<file path="src/design/hrp_pkg.sv">
// ----------------------------------------------------------------------------
// hrp_pkg
// shared types, codes and helpers of the hex record parser
// ----------------------------------------------------------------------------
package hrp_pkg;

  localparam logic [7:0] CHAR_COLON   = 8'h3A;
  localparam logic [7:0] CHAR_NEWLINE = 8'h0A;

  typedef enum logic [2:0] {
    PH_LINE_START,
    PH_HEADER,
    PH_DATA,
    PH_CHECKSUM,
    PH_SKIP,
    PH_DONE
  } phase_e;

  typedef enum logic [2:0] {
    KIND_DATA,
    KIND_OK,
    KIND_MISMATCH,
    KIND_NOT_DATA,
    KIND_NO_COLON,
    KIND_MALFORMED
  } kind_e;

  typedef struct packed {
    phase_e      phase;
    logic [3:0]  high_nibble;
    logic        nibble_pending;
    logic [1:0]  hdr_idx;
    logic [7:0]  count_field;
    logic [7:0]  bytes_left;
    logic [15:0] start_addr;
    logic [15:0] next_addr;
    logic [7:0]  byte_sum;
  } state_t;

  typedef struct packed {
    kind_e       kind;
    logic [15:0] address;
    logic [7:0]  value;
    logic [7:0]  record_length;
  } result_t;

  typedef struct packed {
    logic       ok;
    logic [3:0] val;
  } digit_t;

  function automatic digit_t hex_digit(logic [7:0] c);
    digit_t d;
    d.ok  = 1'b0;
    d.val = 4'h0;
    if (c >= 8'h30 && c <= 8'h39) begin
      d.ok  = 1'b1;
      d.val = c[3:0];
    end else if (c >= 8'h41 && c <= 8'h46) begin
      d.ok  = 1'b1;
      d.val = c[3:0] + 4'd9;
    end
    return d;
  endfunction

endpackage

</file>
<file path="src/design/hrp_step.sv">
// ----------------------------------------------------------------------------
// hrp_step
// per-character state update and result selection of the hex record parser
// ----------------------------------------------------------------------------
module hrp_step (
  input  hrp_pkg::state_t  state_i,
  input  logic [7:0]       char_i,
  output hrp_pkg::state_t  state_o,
  output logic             res_vld_o,
  output hrp_pkg::result_t res_o
);

  hrp_pkg::digit_t dig;
  logic [7:0]      byte_b;
  logic [7:0]      sum_add;
  logic [7:0]      expected;
  logic [7:0]      bytes_dec;

  assign dig       = hrp_pkg::hex_digit(char_i);
  assign byte_b    = {state_i.high_nibble, dig.val};
  assign sum_add   = state_i.byte_sum + byte_b;
  assign expected  = 8'h00 - state_i.byte_sum;
  assign bytes_dec = state_i.bytes_left - 8'd1;

  always_comb begin
    state_o   = state_i;
    res_vld_o = 1'b0;
    res_o     = '{kind: hrp_pkg::KIND_DATA, address: 16'h0000, value: 8'h00,
                  record_length: 8'h00};
    if (char_i == hrp_pkg::CHAR_NEWLINE) begin
      state_o.phase = hrp_pkg::PH_LINE_START;
      unique case (state_i.phase)
        hrp_pkg::PH_LINE_START: begin
          res_vld_o  = 1'b1;
          res_o.kind = hrp_pkg::KIND_NO_COLON;
        end
        hrp_pkg::PH_HEADER, hrp_pkg::PH_DATA, hrp_pkg::PH_CHECKSUM: begin
          res_vld_o           = 1'b1;
          res_o.kind          = hrp_pkg::KIND_MALFORMED;
          res_o.address       = state_i.start_addr;
          res_o.record_length = state_i.count_field;
        end
        default: begin
        end
      endcase
    end else begin
      unique case (state_i.phase)
        hrp_pkg::PH_LINE_START: begin
          if (char_i == hrp_pkg::CHAR_COLON) begin
            state_o       = '0;
            state_o.phase = hrp_pkg::PH_HEADER;
          end else begin
            state_o.phase = hrp_pkg::PH_SKIP;
            res_vld_o     = 1'b1;
            res_o.kind    = hrp_pkg::KIND_NO_COLON;
          end
        end
        hrp_pkg::PH_HEADER, hrp_pkg::PH_DATA, hrp_pkg::PH_CHECKSUM: begin
          if (!dig.ok) begin
            state_o.phase       = hrp_pkg::PH_SKIP;
            res_vld_o           = 1'b1;
            res_o.kind          = hrp_pkg::KIND_MALFORMED;
            res_o.address       = state_i.start_addr;
            res_o.record_length = state_i.count_field;
          end else if (!state_i.nibble_pending) begin
            state_o.high_nibble    = dig.val;
            state_o.nibble_pending = 1'b1;
          end else begin
            state_o.nibble_pending = 1'b0;
            if (state_i.phase == hrp_pkg::PH_HEADER) begin
              state_o.byte_sum = sum_add;
              state_o.hdr_idx  = state_i.hdr_idx + 2'd1;
              unique case (state_i.hdr_idx)
                2'd0: state_o.count_field = byte_b;
                2'd1: state_o.start_addr  = {byte_b, 8'h00};
                2'd2: begin
                  state_o.start_addr = {state_i.start_addr[15:8], byte_b};
                  state_o.next_addr  = {state_i.start_addr[15:8], byte_b};
                end
                default: begin
                  state_o.hdr_idx = state_i.hdr_idx;
                  if (byte_b != 8'h00) begin
                    state_o.phase       = hrp_pkg::PH_SKIP;
                    res_vld_o           = 1'b1;
                    res_o.kind          = hrp_pkg::KIND_NOT_DATA;
                    res_o.address       = state_i.start_addr;
                    res_o.record_length = state_i.count_field;
                  end else begin
                    state_o.bytes_left = state_i.count_field;
                    state_o.phase      = (state_i.count_field == 8'h00) ?
                                         hrp_pkg::PH_CHECKSUM : hrp_pkg::PH_DATA;
                  end
                end
              endcase
            end else if (state_i.phase == hrp_pkg::PH_DATA) begin
              state_o.byte_sum    = sum_add;
              state_o.next_addr   = state_i.next_addr + 16'd1;
              state_o.bytes_left  = bytes_dec;
              if (bytes_dec == 8'h00) begin
                state_o.phase = hrp_pkg::PH_CHECKSUM;
              end
              res_vld_o           = 1'b1;
              res_o.kind          = hrp_pkg::KIND_DATA;
              res_o.address       = state_i.next_addr;
              res_o.value         = byte_b;
              res_o.record_length = state_i.count_field;
            end else begin
              state_o.phase       = hrp_pkg::PH_DONE;
              res_vld_o           = 1'b1;
              res_o.address       = state_i.start_addr;
              res_o.record_length = state_i.count_field;
              if (byte_b == expected) begin
                res_o.kind  = hrp_pkg::KIND_OK;
              end else begin
                res_o.kind  = hrp_pkg::KIND_MISMATCH;
                res_o.value = expected;
              end
            end
          end
        end
        default: begin
        end
      endcase
    end
  end

endmodule

</file>
<file path="src/design/hex_record_parser.sv">
// ----------------------------------------------------------------------------
// hex_record_parser
// decodes hex record text one character per request into data bytes and
// per-record status
// ----------------------------------------------------------------------------
// channel  dir  tdata                                   tuser
// s_axis   in   [7:0] char                              -
// m_axis   out  [15:0] address [23:16] value            [2:0] kind
//               [31:24] record length
//
// one character per clock; each request updates the parser state in the
// cycle it is taken and its result, if any, lands in the output register
// new requests are taken while the output register is empty or drained
// a stall on m_axis holds the output register and stops s_axis
// rst_ni clears the parser to line start and empties the output register
// ----------------------------------------------------------------------------
module hex_record_parser (
  input  logic        clk_i,
  input  logic        rst_ni,
  input  logic        s_axis_tvalid_i,
  output logic        s_axis_tready_o,
  input  logic [7:0]  s_axis_tdata_i,   // char
  output logic        m_axis_tvalid_o,
  input  logic        m_axis_tready_i,
  output logic [31:0] m_axis_tdata_o,   // address, value, record length
  output logic [2:0]  m_axis_tuser_o    // kind
);

  hrp_pkg::state_t  state_q, state_d;
  hrp_pkg::result_t res_q, res_d;
  logic             out_vld_q;
  logic             step_vld;
  logic             take;

  assign s_axis_tready_o = !out_vld_q || m_axis_tready_i;
  assign take            = s_axis_tvalid_i && s_axis_tready_o;

  hrp_step u_step (
    .state_i   (state_q),
    .char_i    (s_axis_tdata_i),
    .state_o   (state_d),
    .res_vld_o (step_vld),
    .res_o     (res_d)
  );

  always_ff @(posedge clk_i or negedge rst_ni) begin
    if (!rst_ni) begin
      state_q   <= '0;
      out_vld_q <= 1'b0;
    end else begin
      if (take) begin
        state_q <= state_d;
      end
      if (take) begin
        out_vld_q <= step_vld;
      end else if (m_axis_tready_i) begin
        out_vld_q <= 1'b0;
      end
    end
  end

  always_ff @(posedge clk_i) begin
    if (take && step_vld) begin
      res_q <= res_d;
    end
  end

  assign m_axis_tvalid_o = out_vld_q;
  assign m_axis_tdata_o  = {res_q.record_length, res_q.value, res_q.address};
  assign m_axis_tuser_o  = res_q.kind;

`ifndef SYNTH
  a_data_has_bytes: assert property (@(posedge clk_i) disable iff (!rst_ni)
    state_q.phase == hrp_pkg::PH_DATA |-> state_q.bytes_left != 8'h00)
    else $error("data phase with no bytes left");

  a_newline_restarts: assert property (@(posedge clk_i) disable iff (!rst_ni)
    take && s_axis_tdata_i == hrp_pkg::CHAR_NEWLINE
    |=> state_q.phase == hrp_pkg::PH_LINE_START)
    else $error("newline did not return to line start");

  a_no_colon_zero: assert property (@(posedge clk_i) disable iff (!rst_ni)
    m_axis_tvalid_o && m_axis_tuser_o == hrp_pkg::KIND_NO_COLON
    |-> m_axis_tdata_o == 32'h0)
    else $error("no-colon status with nonzero payload");

  a_full_stall: assert property (@(posedge clk_i) disable iff (!rst_ni)
    out_vld_q && !m_axis_tready_i |=> $stable(state_q))
    else $error("state moved while output stalled");
`endif

endmodule

</file>
<file path="config.mk">
export PLATFORM = sky130hd
export DESIGN_NAME = hex_record_parser
export DESIGN_NICKNAME = d
export VERILOG_FILES = /design/src/design/hrp_pkg.sv /design/src/design/hrp_step.sv /design/src/design/hex_record_parser.sv
export SDC_FILE = /design/constraint.sdc
export NUM_CORES = 1
export LEC_CHECK = 0
export ABC_AREA = 1
export ABC_CLOCK_PERIOD_IN_PS = 2400
export BUFFER_PORTS_ARGS = -buffer_cell sky130_fd_sc_hd__clkbuf_2
export CAP_MARGIN = 20
export CELL_PAD_IN_SITES_DETAIL_PLACEMENT = 0
export CELL_PAD_IN_SITES_GLOBAL_PLACEMENT = 1
export CORE_UTILIZATION = 41
export DETAILED_ROUTE_END_ITERATION = 8
export GPL_TIMING_DRIVEN = 0
export PLACE_DENSITY = 0.8
export SKIP_LAST_GASP = 1
export SYNTH_ARGS = -nofsm -noshare
export SYNTH_HDL_FRONTEND = slang
export SYNTH_SLANG_ARGS = --single-unit
export TNS_END_PERCENT = 1
</file>
<file path="constraint.sdc">
create_clock -name clk_i -period 2.4 [get_ports clk_i]
set_clock_uncertainty 0.05 [all_clocks]
set_input_delay 0.36 -clock clk_i [delete_from_list [all_inputs] [get_ports clk_i]]
set_output_delay 0.36 -clock clk_i [all_outputs]
set_load 0.05 [all_outputs]
</file>
### Word level (Yosys, flattened, before mapping)

Index checks and enable logic that the tools add are counted.

* register bits: 102

* add/sub/neg operators: 6
* $lt $le $gt $ge: 4
* equal/unequal tests: 25
* mux-type cells: 68
* bitwise gates (word level): 4
* reductions and logical operators: 28

Operators by type and width (number)
* 2-to-1 mux 35 bit: 6
* case mux 66 bit (2 select lines): 1
* 2-to-1 mux 63 bit: 2
* 2-to-1 mux 8 bit: 14
* 2-to-1 mux 19 bit: 4
* 2-to-1 mux 58 bit: 1
* 2-to-1 mux 16 bit: 3
* 2-to-1 mux 24 bit: 2
* 2-to-1 mux 34 bit: 1
* 2-to-1 mux 32 bit: 1
* case mux 16 bit (2 select lines): 1
* AND reduction 8 bit: 4
* 2-to-1 mux 3 bit: 10
* 2-to-1 mux 18 bit: 1
* AND reduction 9 bit: 2
* adder 16 x 1 -> 16 bit (second input constant): 1
* zero test 8 bit: 2
* 2-to-1 mux 1 bit: 12
* inequality test 2 bit (second input constant): 6
* inequality test 3 bit (second input constant): 4
* case mux 3 bit (2 select lines): 2
* 2-to-1 mux 10 bit: 1
* 2-to-1 mux 5 bit: 2
* AND reduction 5 bit: 2
* other kinds (38): 50

### Longest topological paths before layout

* depth after elaboration: 17
* mapped depth: 17
* mapped depth without buffers: 17

### Modules after synthesis

A second synthesis with hierarchy kept.

* cells, all modules: 1078
* area total of the unflattened synthesis: 7588.5 um^2

By module, submodules not included
* hrp_step: instances 1, cells each 749, area each 3849.9 um^2, seq. area each 0.0 um^2
* hex_record_parser: instances 1, cells each 329, area each 3738.6 um^2, seq. area each 2727.6 um^2

### Worst setup path before layout

OpenSTA, ideal clock, no wires.

* path type: input -> register
* start: input s_axis_tdata_i[0]
* end: register res_q (netlist bit m_axis_tdata_o[0]) (enable)
* library setup time: 0.390 ns
* arrival: 2.383 ns
* required time: 1.960 ns
* slack: -0.423 ns
* cell stages on the path: 13
* path buffers: 0
* path through: inv_1 > ha_1 > nand3b_1 > nand3_2 > o21ai_1 > nand2_1 > nand3_2 > nand2_1 > nand2_2 > nand2_4 > nand2_1 > nand2_1 > inv_1

* longest elaborated chain between the ends: 13
* elaborated cells on any way between the ends: 21
* classes of those cells: add/sub (1); order compare (4); eq/ne (2); mux (10); reduce/logical (4)

Ends and longest elaborated chain
* from (decl): line hex_record_parser.sv:22 `input logic [7:0] s_axis_tdata_i,`
* greater-or-equal comparator 8 x 7 -> 1 bit or less-or-equal comparator 8 x 7 -> 1 bit (tied branches): line hrp_pkg.sv:59 `end else if (c >= 8'h41 && c <= 8'h46) begin`
* logical AND 1 bit: line hrp_pkg.sv:59
* 2-to-1 mux 5 bit: line hrp_pkg.sv:59
* 2-to-1 mux 5 bit: line hrp_pkg.sv:56 `if (c >= 8'h30 && c <= 8'h39) begin`
* nonzero test 8 bit: line hrp_step.sv:82 `if (byte_b != 8'h00) begin`
* 2-to-1 mux 1 bit: line hrp_step.sv:82
* 2-to-1 mux 1 bit: line hrp_step.sv:73 `unique case (state_i.hdr_idx)`
* 2-to-1 mux 1 bit: line hrp_step.sv:70 `if (state_i.phase == hrp_pkg::PH_HEADER) begin`
* 2-to-1 mux 1 bit: line hrp_step.sv:65 `end else if (!state_i.nibble_pending) begin`
* 2-to-1 mux 1 bit: line hrp_step.sv:59 `if (!dig.ok) begin`
* case mux 1 bit (2 select lines): line hrp_step.sv:47 `unique case (state_i.phase)`
* 2-to-1 mux 1 bit *: line hrp_step.sv:30 `if (char_i == hrp_pkg::CHAR_NEWLINE) begin`
* logical AND 1 bit *: line hex_record_parser.sv:63 `if (take && step_vld) begin`
* to (signal assigned): line hex_record_parser.sv:64 `res_q <= res_d;`
* to (decl): line hex_record_parser.sv:30 `hrp_pkg::result_t res_q, res_d;`

Every way passes the cells marked *; elsewhere a longest branch is shown, timed or not.
A chain may end at the register's enable or synchronous reset.

### Final worst setup path

* start: input s_axis_tdata_i[1]
* end: register res_q (netlist bit m_axis_tdata_o[27]) (enable)

The elaborated chain is that of the path after synthesis.

==> summary.txt <==
Status
  • Status: finished, final reports clean

Power and ir drop
  • Pwr per Cell Area: 765 mW/mm²
  • Lkg Pwr: 3.24 nW
  • Total chip power: 5.66 mW
  • Peak VDD IR: 0.352 mV

Global route
  • Initial antenna violation count: 0
  • First-pass GRT wire length: 30000 µm
  • GRT Overall Usage: 0.246
  • Gr ovfl total: 0
  • Largest net degree at the start of global routing: 43
  • Vias in the first global route: 5650

Placed design
  • Placed cell area: 0.00684 mm²
  • Placed cells: 1031
  • Hpwl dp: 14000 µm
  • Placer Congestion: 0.903
  • Port Buffers: 48

Die
  • Die Ht: 126 µm
  • Die Wd: 126 µm
  • DIE AREA: 0.0158 mm²
  • I/O Pins: 49
  • Core area: 0.0148 mm²
  • Initial core utilization: 0.427
  • Row count: 44

Routing
  • Detailed Route Iter0 Violations: 537
  • ANT nets after route: 0
  • Total Routed Length: 18700 µm
  • # DRC: 0
  • Routed vias: 5877
  • Drt via density: 5.54
  • Wirelength per Cell: 17.6 µm
  • DRT Pass-1 Iters: 7

Synth
  • Synth Area in Simple Gates: 0.254
  • Post-Synth Adder-Cell Area: 0.0429
  • Largest family of logic cells by synthesized area: simple AND/OR/NAND/NOR gates
  • Syn Inst Count: 798
  • Mux share of post-synthesis cell area: 0
  • Synth Net Count: 831
  • Netlist cell types: 45
  • Synth warnings: 0
  • Synthesized cell area: 0.00629 mm²
  • Post-synth EDFFs: 35
  • Synth area leader: dfrtp_1
  • Compound-Gate Fraction of Synth Area: 0.160
  • Register area share after synthesis: 0.433
  • Ys async rst share: 0.657
  • Seq cells post-synth: 102
  • Top_reg_cell synth: dfrtp_1
  • Yosys top cell area share: 0.266
  • Mapped Avg Cell Area: 7.89 µm²
  • Post-Synth XOR/XNOR Area: 0.0237
  • Dominant cells by area after synthesis: dfrtp_1, edfxtp_1, nand2_1

STA
  • Unrepaired setup endpoints after global routing: yes
  • Final hold violations: 0
  • Max-slew violations: 0
  • Final Cycle Share: 0.994
  • Rel. slew slack: 0.551
  • Slew @ Worst Pin: 0.673 ns
  • Fmax: 419 MHz
  • Setup violators final: 0
  • Period minus WS final: 2.39 ns

Worst setup path
  • Critical path data arrival time: 2.45 ns
  • Critical path's top delay family: simple AND/OR/NAND/NOR gates
  • Worst-path cell chain: buf_4, clkinv_4, ha_4, nand2_1, nand3_2, nand3_1, nand2_8, inv_2, nand2_1, nor2_4, nand3_4, nand2_1, nand2_2, nand2_4, nand2_2, nand2_2, clkinvlp_4, buf_12
  • Crit end category: flip-flop
  • Crit-path max cell delay: 0.22 ns
  • Critical Path Fanout Max: 15
  • Worst EP required: 2.46 ns
  • Worst path buffer plus inverter count: 5
  • Crit path kind: input pin to flip-flop
  • Worst path slowest cell: nand3_1
  • Worst Setup Start Kind: input pin

Clock tree
  • H-tree depth: 3
  • Clock latency on the worst-skew pair: 0.36 ns
  • Clk root buf: clkbuf_16
  • CTS Buf Count: 9
  • CTS tree: built
  • Clk pin slew, worst setup/hold paths: 0.06 ns
  • Clk sinks: 102
  • CTS Buffer Depth: 2

Final layout
  • Sequential Area: 0.00273 mm²
  • Commonest non-fill, non-tap cell in the layout: nand2_1
  • Layout cells sized above 1: 0.177
  • Post-route cell area: 0.00740 mm²
  • Most frequent cells in the layout: nand2_1, inv_1, o21ai_0, dfrtp_1, nor2_1
  • N_diodes: 0
  • Area occupied by multi-input gates: 0.00320 mm²
  • Area delta synth->final: 17.6%
  • Nets: 904
  • Non-Filler Instances: 1060
  • # fillers: 1480

Job
  • Max_cap viols: 0

Min path
  • Worst Hold Class: input pin to flip-flop
-- worst paths after layout --
path	startpoint	endpoint	slack [ns]	depth (start not counted)
min	m_axis_tready_i	m_axis_tvalid_o	0.23	4
max in group asynchronous	rst_ni	state_q[14]	1.28	3
min reg2reg	state_q[27]	state_q[27]	0.45	2
max reg2reg	state_q[65]	m_axis_tdata_o[27]	0.03	12
max	s_axis_tdata_i[1]	m_axis_tdata_o[27]	0.01	18
min in group asynchronous	rst_ni	m_axis_tvalid_o	0.47	2
-- synth_stat cells (4+ instances only) --
cell	n
o22ai_1	25
nand2_1	175
buf_1	5
o21ai_0	69
nand4_1	8
nand2_2	10
buf_2	6
a21oi_1	42
a221oi_1	5
inv_2	6
nand3_1	55
nand2_4	7
edfxtp_1	35
o211ai_1	5
nor3_1	4
xor2_1	12
a22oi_1	4
o31ai_1	5
inv_1	105
nand3_2	4
nor4_1	6
o21ai_1	6
o21ai_2	7
nor2_1	61
nand3b_1	5
dfrtp_1	67
ha_1	20
clkbuf_1	10
xnor2_1	5
-- layer usage --
layer,up-vias,global-route usage,routed length (µm)
met5,-,0,0
met4,0,0.0879,364
li1,2813,-,-
met2,216,0.411,9000
met1,2814,0.320,8330
met3,34,0.0429,981
-- sequential cells by signal, summed over array words and instances (netlist names) --
signal	count
m_axis_tdata_o	32
m_axis_tuser_o	3
m_axis_tvalid_o	1
state_q	66
-- cell type report --
cell class | instances | area share
repair buffers | 63 | 0.0551
repair inverters | 1 | 0.00101
plain buffers | 20 | 0.0125
clock inverters | 4 | 0.00406
well taps | 184 | 0.0311
multi-input cells | 559 | 0.433
inverters | 115 | 0.0615
flip-flops and latches | 102 | 0.368
clock buffers | 12 | 0.0333
-- cells by family (layout without fill, tap and decap cells) --
group                    after synthesis  count (layout)
AND/OR/NAND/NOR                      346             346
AO/OA/AOI/OAI                        175             175
buffers and inverters                137             215
flip-flops                           102             102
adder cells (fa/ha/maj)               21              21
XOR/XNOR                              17              17
-- power by group --
group	internal, mW	switching, mW	total [mW]
Combinational	0.553	1.45	2.00
Clock	0.739	0.668	1.41
Sequential	2.11	0.145	2.26
-- metrics by stage --
step | utilization | hold slack [ns] | setup slack, ns | TNS (ns)
3_5_place_dp | 0.463 | 0.303 | -1.10 | -56.19
4_1_cts | 0.489 | 0.224 | -0.114 | -2.59
3_3_place_gp | 0.461 | 0.425 | -1.02 | -50.17
6_report | 0.502 | 0.234 | 0.0149 | 0
5_1_grt | 0.502 | 0.287 | -0.107 | -4.45
2_1_floorplan | - | 0.0144 | -0.258 | -9.13
-- worst reg2reg max path, stage by stage, from the launching register on --
cell	delay [ns]
dfrtp_1	0.42
nor2_1	0.18
nand2_2	0.18
or2_2	0.36
nand2_1	0.07
inv_1	0.12
nand2_1	0.10
nand2_2	0.08
nand2_4	0.09
nand2_2	0.05
nand2_2	0.13
clkinvlp_4	0.13
buf_12	0.17
-- repair_timing --
| item | CTS | global route |
|---|---|---|
| resized for setup | 7 | 35 |
| endpoints found under the setup margin | 47 | 111 |
| cloned | 1 | 0 |
| hold buffers | 1 | 0 |
| hold endpoints to repair | 25 | 0 |
| buffers inserted | 5 | 8 |
| pin swaps | 1 | 11 |
Power figures use the tool's default switching activity.
